File: src/rtl/gte_pkg.sv
// ----------------------------------------------------------------------------
// gte_pkg
// Shared types, constants and the step tables for the gyro turn-rate
// estimator: operation codes, command word, controller states, coefficients.
// ----------------------------------------------------------------------------
package gte_pkg;

    localparam int SAMPLE_BITS_DEF       = 16;
    localparam int HISTORY_FRAC_BITS_DEF = 24;

    localparam int CFG_IDX_W  = 8;
    localparam int CFG_DATA_W = 32;

    localparam logic [CFG_IDX_W-1:0] CFG_ALPHA = 8'd0;
    localparam logic [CFG_IDX_W-1:0] CFG_SCALE = 8'd1;

    localparam logic [15:0] ALPHA_RESET = 16'd7209;
    localparam logic [31:0] SCALE_RESET = 32'd328866;

    // round(2^40 / 7139.674717)
    localparam logic signed [32:0] INV_GAIN = 33'sd154000241;

    localparam logic [3:0] FILT_LAST = 4'd11;
    localparam logic [4:0] RATE_LAST = 5'd16;
    localparam logic [1:0] AXIS_LAST = 2'd2;

    typedef enum logic [3:0] {
        OP_NOP,
        OP_FIR,
        OP_FB_LO,
        OP_FB_HI,
        OP_FB_RND,
        OP_UPD,
        OP_SAMP,
        OP_SQ,
        OP_SCL,
        OP_DEC,
        OP_TLO,
        OP_THI,
        OP_EST
    } op_t;

    typedef struct packed {
        op_t        op;
        logic [1:0] axis;
        logic [1:0] tap;
        logic       first;
        logic       capture;
        logic       load_out;
    } cmd_t;

    typedef enum logic [2:0] {
        ST_IDLE,
        ST_FILT,
        ST_RATE,
        ST_DRAIN,
        ST_FINISH
    } state_t;

    // feedback coefficients, q28, oldest output first
    function automatic logic signed [31:0] fb_coef(input logic [1:0] tap);
        logic signed [31:0] c;
        unique case (tap)
            2'd0: c = -32'sd127639863;
            2'd1: c = 32'sd608593792;
            2'd2: c = -32'sd1095226056;
            2'd3: c = 32'sd882106019;
            default: c = '0;
        endcase
        return c;
    endfunction

    // one axis of the lowpass: input term, eight feedback products, rounding, update, then the output sample
    function automatic cmd_t filt_cmd(input logic [3:0] phase, input logic [1:0] axis);
        cmd_t c;
        c          = '0;
        c.op       = OP_NOP;
        c.axis     = axis;
        c.tap      = 2'(phase - 4'd1 >> 1);
        c.first    = (phase == 4'd1);
        unique case (phase)
            4'd0:                          c.op = OP_FIR;
            4'd1, 4'd3, 4'd5, 4'd7:        c.op = OP_FB_LO;
            4'd2, 4'd4, 4'd6, 4'd8:        c.op = OP_FB_HI;
            4'd9:                          c.op = OP_FB_RND;
            4'd10:                         c.op = OP_UPD;
            4'd11:                         c.op = OP_SAMP;
            default:                       c.op = OP_NOP;
        endcase
        return c;
    endfunction

    // squares and smoothing; nops keep a product operand behind its write
    function automatic cmd_t rate_cmd(input logic [4:0] step);
        cmd_t c;
        c    = '0;
        c.op = OP_NOP;
        unique case (step)
            5'd0: begin
                c.op = OP_SQ; c.axis = 2'd0; c.first = 1'b1;
            end
            5'd1: begin
                c.op = OP_SQ; c.axis = 2'd1;
            end
            5'd3, 5'd11: c.op = OP_SCL;
            5'd5:  c.op = OP_DEC;
            5'd6, 5'd14: c.op = OP_TLO;
            5'd7, 5'd15: c.op = OP_THI;
            5'd8:  c.op = OP_EST;
            5'd9: begin
                c.op = OP_SQ; c.axis = 2'd2; c.first = 1'b1;
            end
            5'd13: begin
                c.op = OP_DEC; c.axis = 2'd1;
            end
            5'd16: begin
                c.op = OP_EST; c.axis = 2'd1;
            end
            default: c.op = OP_NOP;
        endcase
        return c;
    endfunction

endpackage

File: src/rtl/gte_ctrl.sv
// ----------------------------------------------------------------------------
// gte_ctrl
// Sequencer: walks the three filter axes and the rate update, issues one
// datapath command per cycle and runs the input and output handshakes.
// ----------------------------------------------------------------------------
module gte_ctrl (
    input  logic          aclk,
    input  logic          aresetn,
    input  logic          s_valid,
    output logic          s_ready,
    output logic          m_valid,
    input  logic          m_ready,
    output gte_pkg::cmd_t cmd
);
    import gte_pkg::*;

    state_t     state_reg, state_next;
    logic [3:0] phase_reg, phase_next;
    logic [1:0] axis_reg, axis_next;
    logic [4:0] step_reg, step_next;
    logic       m_valid_reg, m_valid_next;
    logic       load_out;

    always_ff @(posedge aclk) begin
        if (!aresetn) begin
            state_reg   <= ST_IDLE;
            phase_reg   <= '0;
            axis_reg    <= '0;
            step_reg    <= '0;
            m_valid_reg <= 1'b0;
        end else begin
            state_reg   <= state_next;
            phase_reg   <= phase_next;
            axis_reg    <= axis_next;
            step_reg    <= step_next;
            m_valid_reg <= m_valid_next;
        end
    end

    always_comb begin
        state_next = state_reg;
        phase_next = phase_reg;
        axis_next  = axis_reg;
        step_next  = step_reg;
        unique case (state_reg)
            ST_IDLE: begin
                if (s_valid) begin
                    state_next = ST_FILT;
                    phase_next = '0;
                    axis_next  = '0;
                end
            end
            ST_FILT: begin
                if (phase_reg == FILT_LAST) begin
                    phase_next = '0;
                    if (axis_reg == AXIS_LAST) begin
                        state_next = ST_RATE;
                        step_next  = '0;
                    end else begin
                        axis_next = axis_reg + 2'd1;
                    end
                end else begin
                    phase_next = phase_reg + 4'd1;
                end
            end
            ST_RATE: begin
                if (step_reg == RATE_LAST) begin
                    state_next = ST_DRAIN;
                end else begin
                    step_next = step_reg + 5'd1;
                end
            end
            ST_DRAIN: state_next = ST_FINISH;
            ST_FINISH: begin
                if (!m_valid_reg || m_ready) begin
                    state_next = ST_IDLE;
                end
            end
            default: state_next = ST_IDLE;
        endcase
    end

    always_comb begin
        cmd      = '0;
        cmd.op   = OP_NOP;
        load_out = 1'b0;
        unique case (state_reg)
            ST_IDLE:   cmd.capture = s_valid;
            ST_FILT:   cmd = filt_cmd(phase_reg, axis_reg);
            ST_RATE:   cmd = rate_cmd(step_reg);
            ST_DRAIN:  cmd.op = OP_NOP;
            ST_FINISH: load_out = !m_valid_reg || m_ready;
            default:   cmd.op = OP_NOP;
        endcase
        cmd.load_out = load_out;
    end

    always_comb begin
        m_valid_next = m_valid_reg;
        if (load_out) begin
            m_valid_next = 1'b1;
        end else if (m_ready) begin
            m_valid_next = 1'b0;
        end
    end

    // no item is taken while reset is held
    assign s_ready = (state_reg == ST_IDLE) && aresetn;
    assign m_valid = m_valid_reg;

endmodule

File: config.mk
export PLATFORM = sky130hd
export DESIGN_NAME = gte_ctrl
export DESIGN_NICKNAME = d
export VERILOG_FILES = /design/src/rtl/gte_pkg.sv /design/src/rtl/gte_ctrl.sv
export SDC_FILE = /design/constraint.sdc
export NUM_CORES = 1
export LEC_CHECK = 0
export CAP_MARGIN = 20
export CORE_MARGIN = 1
export CORE_UTILIZATION = 40
export CTS_CLUSTER_DIAMETER = 80
export CTS_CLUSTER_SIZE = 10
export DETAILED_ROUTE_END_ITERATION = 7
export DONT_BUFFER_PORTS = 1
export SLEW_MARGIN = 5
export SYNTH_ARGS = -nofsm -noshare
export SYNTH_HDL_FRONTEND = slang
export SYNTH_SLANG_ARGS = --single-unit
File: constraint.sdc
create_clock -name aclk -period 2.2 [get_ports aclk]
set_input_delay 0.44 -clock aclk [delete_from_list [all_inputs] [get_ports aclk]]
set_output_delay 0.44 -clock aclk [all_outputs]
set_load 0.01 [all_outputs]
* Yosys cells after proc, flatten, opt, wreduce, memory -nomap -nowiden
Memory sizes are Yosys's and may differ from the RTL's. A register that Yosys moved wholly into a read port is not among the register bits.
Cells that the tools add are included.
** Word-level totals
- Bits in registers :: 15
- Bits in read-only memories :: 48
- Output and inout bits :: 13
- Word-level logic and storage cells :: 84
- Memories kept :: 1
** Operators by class
- Add/sub/neg operators :: 4
- Eq/ne operators :: 26
- Multiplexer cells :: 28
- Reductions and logical operators :: 20
** Memory list
- (no name shown) :: depth 16, width 3, read ports 1, clocked after memory_dff 1, write ports 0, RTL line gte_pkg.sv:81 : unique case (phase)
** Operators by type and width (number)
- equality test 5 x 4 -> 1 bit, second input constant :: 6
- case mux 4 bit (6 select lines) :: 1
- case mux 5 bit (2 select lines) :: 2
- two-way mux 4 bit :: 4
- case mux 4 bit (2 select lines) :: 2
- equality test 5 x 3 -> 1 bit, second input constant :: 3
- two-way mux 3 bit :: 5
- two-way mux 5 bit :: 3
- case mux 3 bit (5 select lines) :: 1
- != test 2 bit, second input constant :: 7
- OR reduction 2 bit :: 6
- case mux 2 bit (2 select lines) :: 2
- AND reduction 4 bit :: 2
- equality test 3 x 2 -> 1 bit, second input constant :: 2
- two-way mux 2 bit :: 3
- nonzero test 2 bit :: 3
- OR reduction 3 bit :: 2
- adder 5 x 1 -> 5 bit, second input constant :: 1
- equality test 5 x 1 -> 1 bit, second input constant :: 1
- equality test 5 x 2 -> 1 bit, second input constant :: 1
- equality test 5 bit, second input constant :: 1
- logical NOT 5 bit :: 1
- two-way mux 1 bit :: 5
- AND reduction 5 bit :: 1
- 13 further kinds :: 13

* Depth between registers and ports, before layout
- Depth after elaboration :: 5
- Gate-level depth with buffers :: 8
- Mapped depth without buffers :: 8

* Worst setup path before layout
No wires, ideal clock.
- Kind :: register -> register
- From :: register state_reg[2]
- To :: register (tool-made name)
- Data arrival time :: 2.065 ns
- Required time :: 2.077 ns
- Setup slack :: 0.012 ns
- Stages on the path, launching flop included :: 9
- Buffers on the path :: 1
- Path through :: dfxtp_1 -> or3b_1 -> buf_2 -> nor2_1 -> mux2_2 -> nand2_1 -> ha_1 -> o21ba_2 -> mux2_1
** RTL lines
- from (decl) :: RTL line gte_ctrl.sv:17 : state_t state_reg, state_next;
- from (signal assigned) :: RTL line gte_ctrl.sv:32 : state_reg <= state_next;

==> flow_metrics.env <==
export IMPL_antenna_found_initial=0
export IMPL_drc=0
export IMPL_cts_tree="yes"
export IMPL_routedWlPerCell_um=14.8
export IMPL_tightest_slew_ns=0.432
export IMPL_drive_above_1_share_pct=17.5
export IMPL_grt_pass1_wl_um=5140
export IMPL_vdd_drop_max_mv=0.250
export IMPL_detail_route_antenna_nets=0
export IMPL_drtPass1Iterations=4
export IMPL_worstSetupEndpointType="primary output"
export IMPL_slew_headroom_pct=71.1
export IMPL_criticalPathCategory="flip-flop to primary output"
export IMPL_place_inst=207
export IMPL_avgSynthCellArea_um2=7.95
export IMPL_track_usage_pct=19.8
export IMPL_cp_cell_sequence="inv_1 -> ha_2 -> nor2b_1 -> o21ai_1 -> nand3_1 -> a22o_1"
export IMPL_grt_max_degree=14
export IMPL_swShare_pct=27.7
export IMPL_p_switching_mw=0.173
export IMPL_num_rows=20
export IMPL_synth_top_cell_area_share_pct=28.2
export IMPL_drtIter0Drc=62
export IMPL_first_global_vias=1050
export IMPL_antenna_cells=0
export IMPL_synth_area_um2=1280
export IMPL_cpPeakStageDelay_ns=0.39
export IMPL_fin_setup_tns_ns=0
export IMPL_syn_num_nets=175
export IMPL_hp_class="input pin to flip-flop"
export IMPL_ys_seq_area_share_pct=28.2
export IMPL_ctsLongestPathBuffers=2
export IMPL_finalCritPeriodShare_pct=97.1
export IMPL_final_cell_mix="21 x nor2_1, 16 x dfxtp_1, 12 x nand2_1, 11 x buf_4, 8 x ha_1"
export IMPL_cts_max_level=1
export IMPL_fillCellCount=315
export IMPL_clk_latency_ns=0.29
export IMPL_p_int_mw=0.453
export IMPL_die_width_um=58.6
export IMPL_grt_setup_unrepaired="yes"
export IMPL_vias_per_cell=5.65
export IMPL_cts_clk_slew_worst_paths_ns=0.10
export IMPL_die_area_um2=3430
export IMPL_final_util_pct=46.4
export IMPL_final_nets=182
export IMPL_yosys_warnings=0
export IMPL_final_common_cell="nor2_1"
export IMPL_ys_ff_latch=18
export IMPL_whs_ns=0.265
export IMPL_status="finished, final reports clean"
export IMPL_crit_arrival_ns=1.70
export IMPL_clock_skew_ns=0.00732
export IMPL_report_final_hold_viol_count=0
export IMPL_setup_viol_count_final=0
export IMPL_combPwrFrac_pct=19.5
export IMPL_post_cts_buffers=0
export IMPL_p_clk_share_pct=25.9
export IMPL_critPathRequiredTime_ns=1.76
export IMPL_root_buffer="clkbuf_4"
export IMPL_ys_flop_type="dfxtp_1"
export IMPL_syn2layout_area_growth_pct=10.7
export IMPL_start_kind="flip-flop"
export IMPL_start_util_pct=41.9
export IMPL_synthArstFlopShare_pct=0
export IMPL_io_buffer_count=0
export IMPL_cts_buffers=3
export IMPL_hpwl_um=2390
export IMPL_ios=17
export IMPL_gp_congestion=0.814
export IMPL_crit_fanout=6
export IMPL_overflow=0
export IMPL_syn_inst=161
export IMPL_synth_distinct_cells=48
export IMPL_drt_total_wl_um=3110
export IMPL_p_seq_share_pct=54.6
export IMPL_synth_largest_area_cell="dfxtp_1"
export IMPL_slew_viol_final=0
export IMPL_p_leak_nw=0.536
export IMPL_core_area_um2=3050
export IMPL_cts_sinks=18
export IMPL_vias=1187
export IMPL_final_seq_area_um2=365
export IMPL_synth_area_leaders="dfxtp_1 28%, ha_1 9.8%, nor2_1 6.2%, o21ai_0 3.5%, nand2_1 3.5%"
export IMPL_hold_buffers=0
export IMPL_final_min_clock_period_ns=2.14
export IMPL_cap_violations=0
export IMPL_final_cells=210
export IMPL_synth_edf_count=0
export IMPL_crit_slowest_cell="dfxtp_4"
export IMPL_multi_input_area_um2=857
export IMPL_power_density_nw_per_um2=442
export IMPL_die_h_um=58.6
export IMPL_clock_fmax_mhz=468
synthesized netlist by cell type, types with 2 or more instances:
master / number
a22o_1: 4
clkbuf_1: 6
ha_1: 10
mux2i_1: 2
or3b_1: 2
nor2_1: 21
nor3_1: 2
a22oi_1: 2
nand3_1: 7
nand2b_1: 2
nor3b_2: 2
nor4b_1: 2
dfxtp_1: 18
mux2_2: 2
and2_1: 2
o22ai_1: 3
nand2_1: 12
inv_1: 8
a31oi_1: 4
o21ai_0: 9
buf_2: 2
a211oi_1: 2
nor2b_1: 6
a21oi_1: 7
worst max-delay path, delay by kind of cell, from the launching register on:
| family | cells | cell delay, ns |
|---|---|---|
| flops | 1 | 0.39 |
| simple gates | 2 | 0.29 |
| buf+inv | 1 | 0.07 |
| compound gates | 2 | 0.46 |
| fa+ha+maj | 1 | 0.21 |
stage by stage:
| step | total power [mW] | cell area [um^2] | setup slack, ns |
|---|---|---|---|
| after floorplan | 0.437 | 1280 | 0.0119 |
| after global placement | 0.469 | 1380 | 0.241 |
| after detailed placement | 0.472 | 1380 | 0.219 |
| after CTS | 0.630 | 1400 | 0.00266 |
| after global routing | 0.661 | 1420 | -0.0162 |
| final | 0.627 | 1420 | 0.0639 |
power by group through the flow:
| stage | sequential, mW | clock [mW] | combinational (mW) |
|---|---|---|---|
| 4_1_cts | 0.343 | 0.166 | 0.121 |
| 5_1_grt | 0.343 | 0.182 | 0.136 |
| 3_5_place_dp | 0.351 | 0 | 0.120 |
| 3_3_place_gp | 0.350 | 0 | 0.118 |
| 6_report | 0.342 | 0.162 | 0.122 |
| 2_1_floorplan | 0.349 | 0 | 0.0879 |
cell type report:
| type | count | share of cell area, % |
|---|---|---|
| Clock buffer | 3 | 1.59 |
| Sequential cell | 18 | 25.8 |
| Multi-Input combinational cell | 125 | 60.5 |
| Timing Repair Buffer | 11 | 5.83 |
| Inverter | 9 | 2.39 |
| Tap cell | 44 | 3.89 |
per-layer routing:
metal  wire length (um)  track usage, %  up-vias
li1                   -               -      592
met1               1410            28.3      555
met2               1480            31.0       38
met3                189            3.96        2
met4                 20            4.08        0
met5                  0               0        -
what timing repair did:
action                     in CTS  in global routing
gates cloned                    0                  0
resized for setup               3                  6
pin swaps                       0                  4
setup endpoints to repair       2                  3
cells by family after synthesis:
logic type,synth area share (%)
buf+inv,5.77
compound gates,21.4
flops,28.2
mux,4.20
simple gates,30.0
fa+ha+maj,9.78
xor+xnor,0.684
worst paths after layout:
| check | slack (ns) | cells after the start | endpoint | startpoint |
|---|---|---|---|---|
| max reg2reg | 0.20 | 7 | flip-flop | state_reg[0]$_SDFFE_PN0P_ |
| max | 0.06 | 6 | cmd[7] | step_reg[0]$_SDFFE_PN0P_ |
| min | 0.27 | 1 | state_reg[0]$_SDFFE_PN0P_ | aresetn |
| min reg2reg | 0.49 | 1 | step_reg[0]$_SDFFE_PN0P_ | step_reg[0]$_SDFFE_PN0P_ |
No activity file was read; power rests on OpenSTA's default activity.
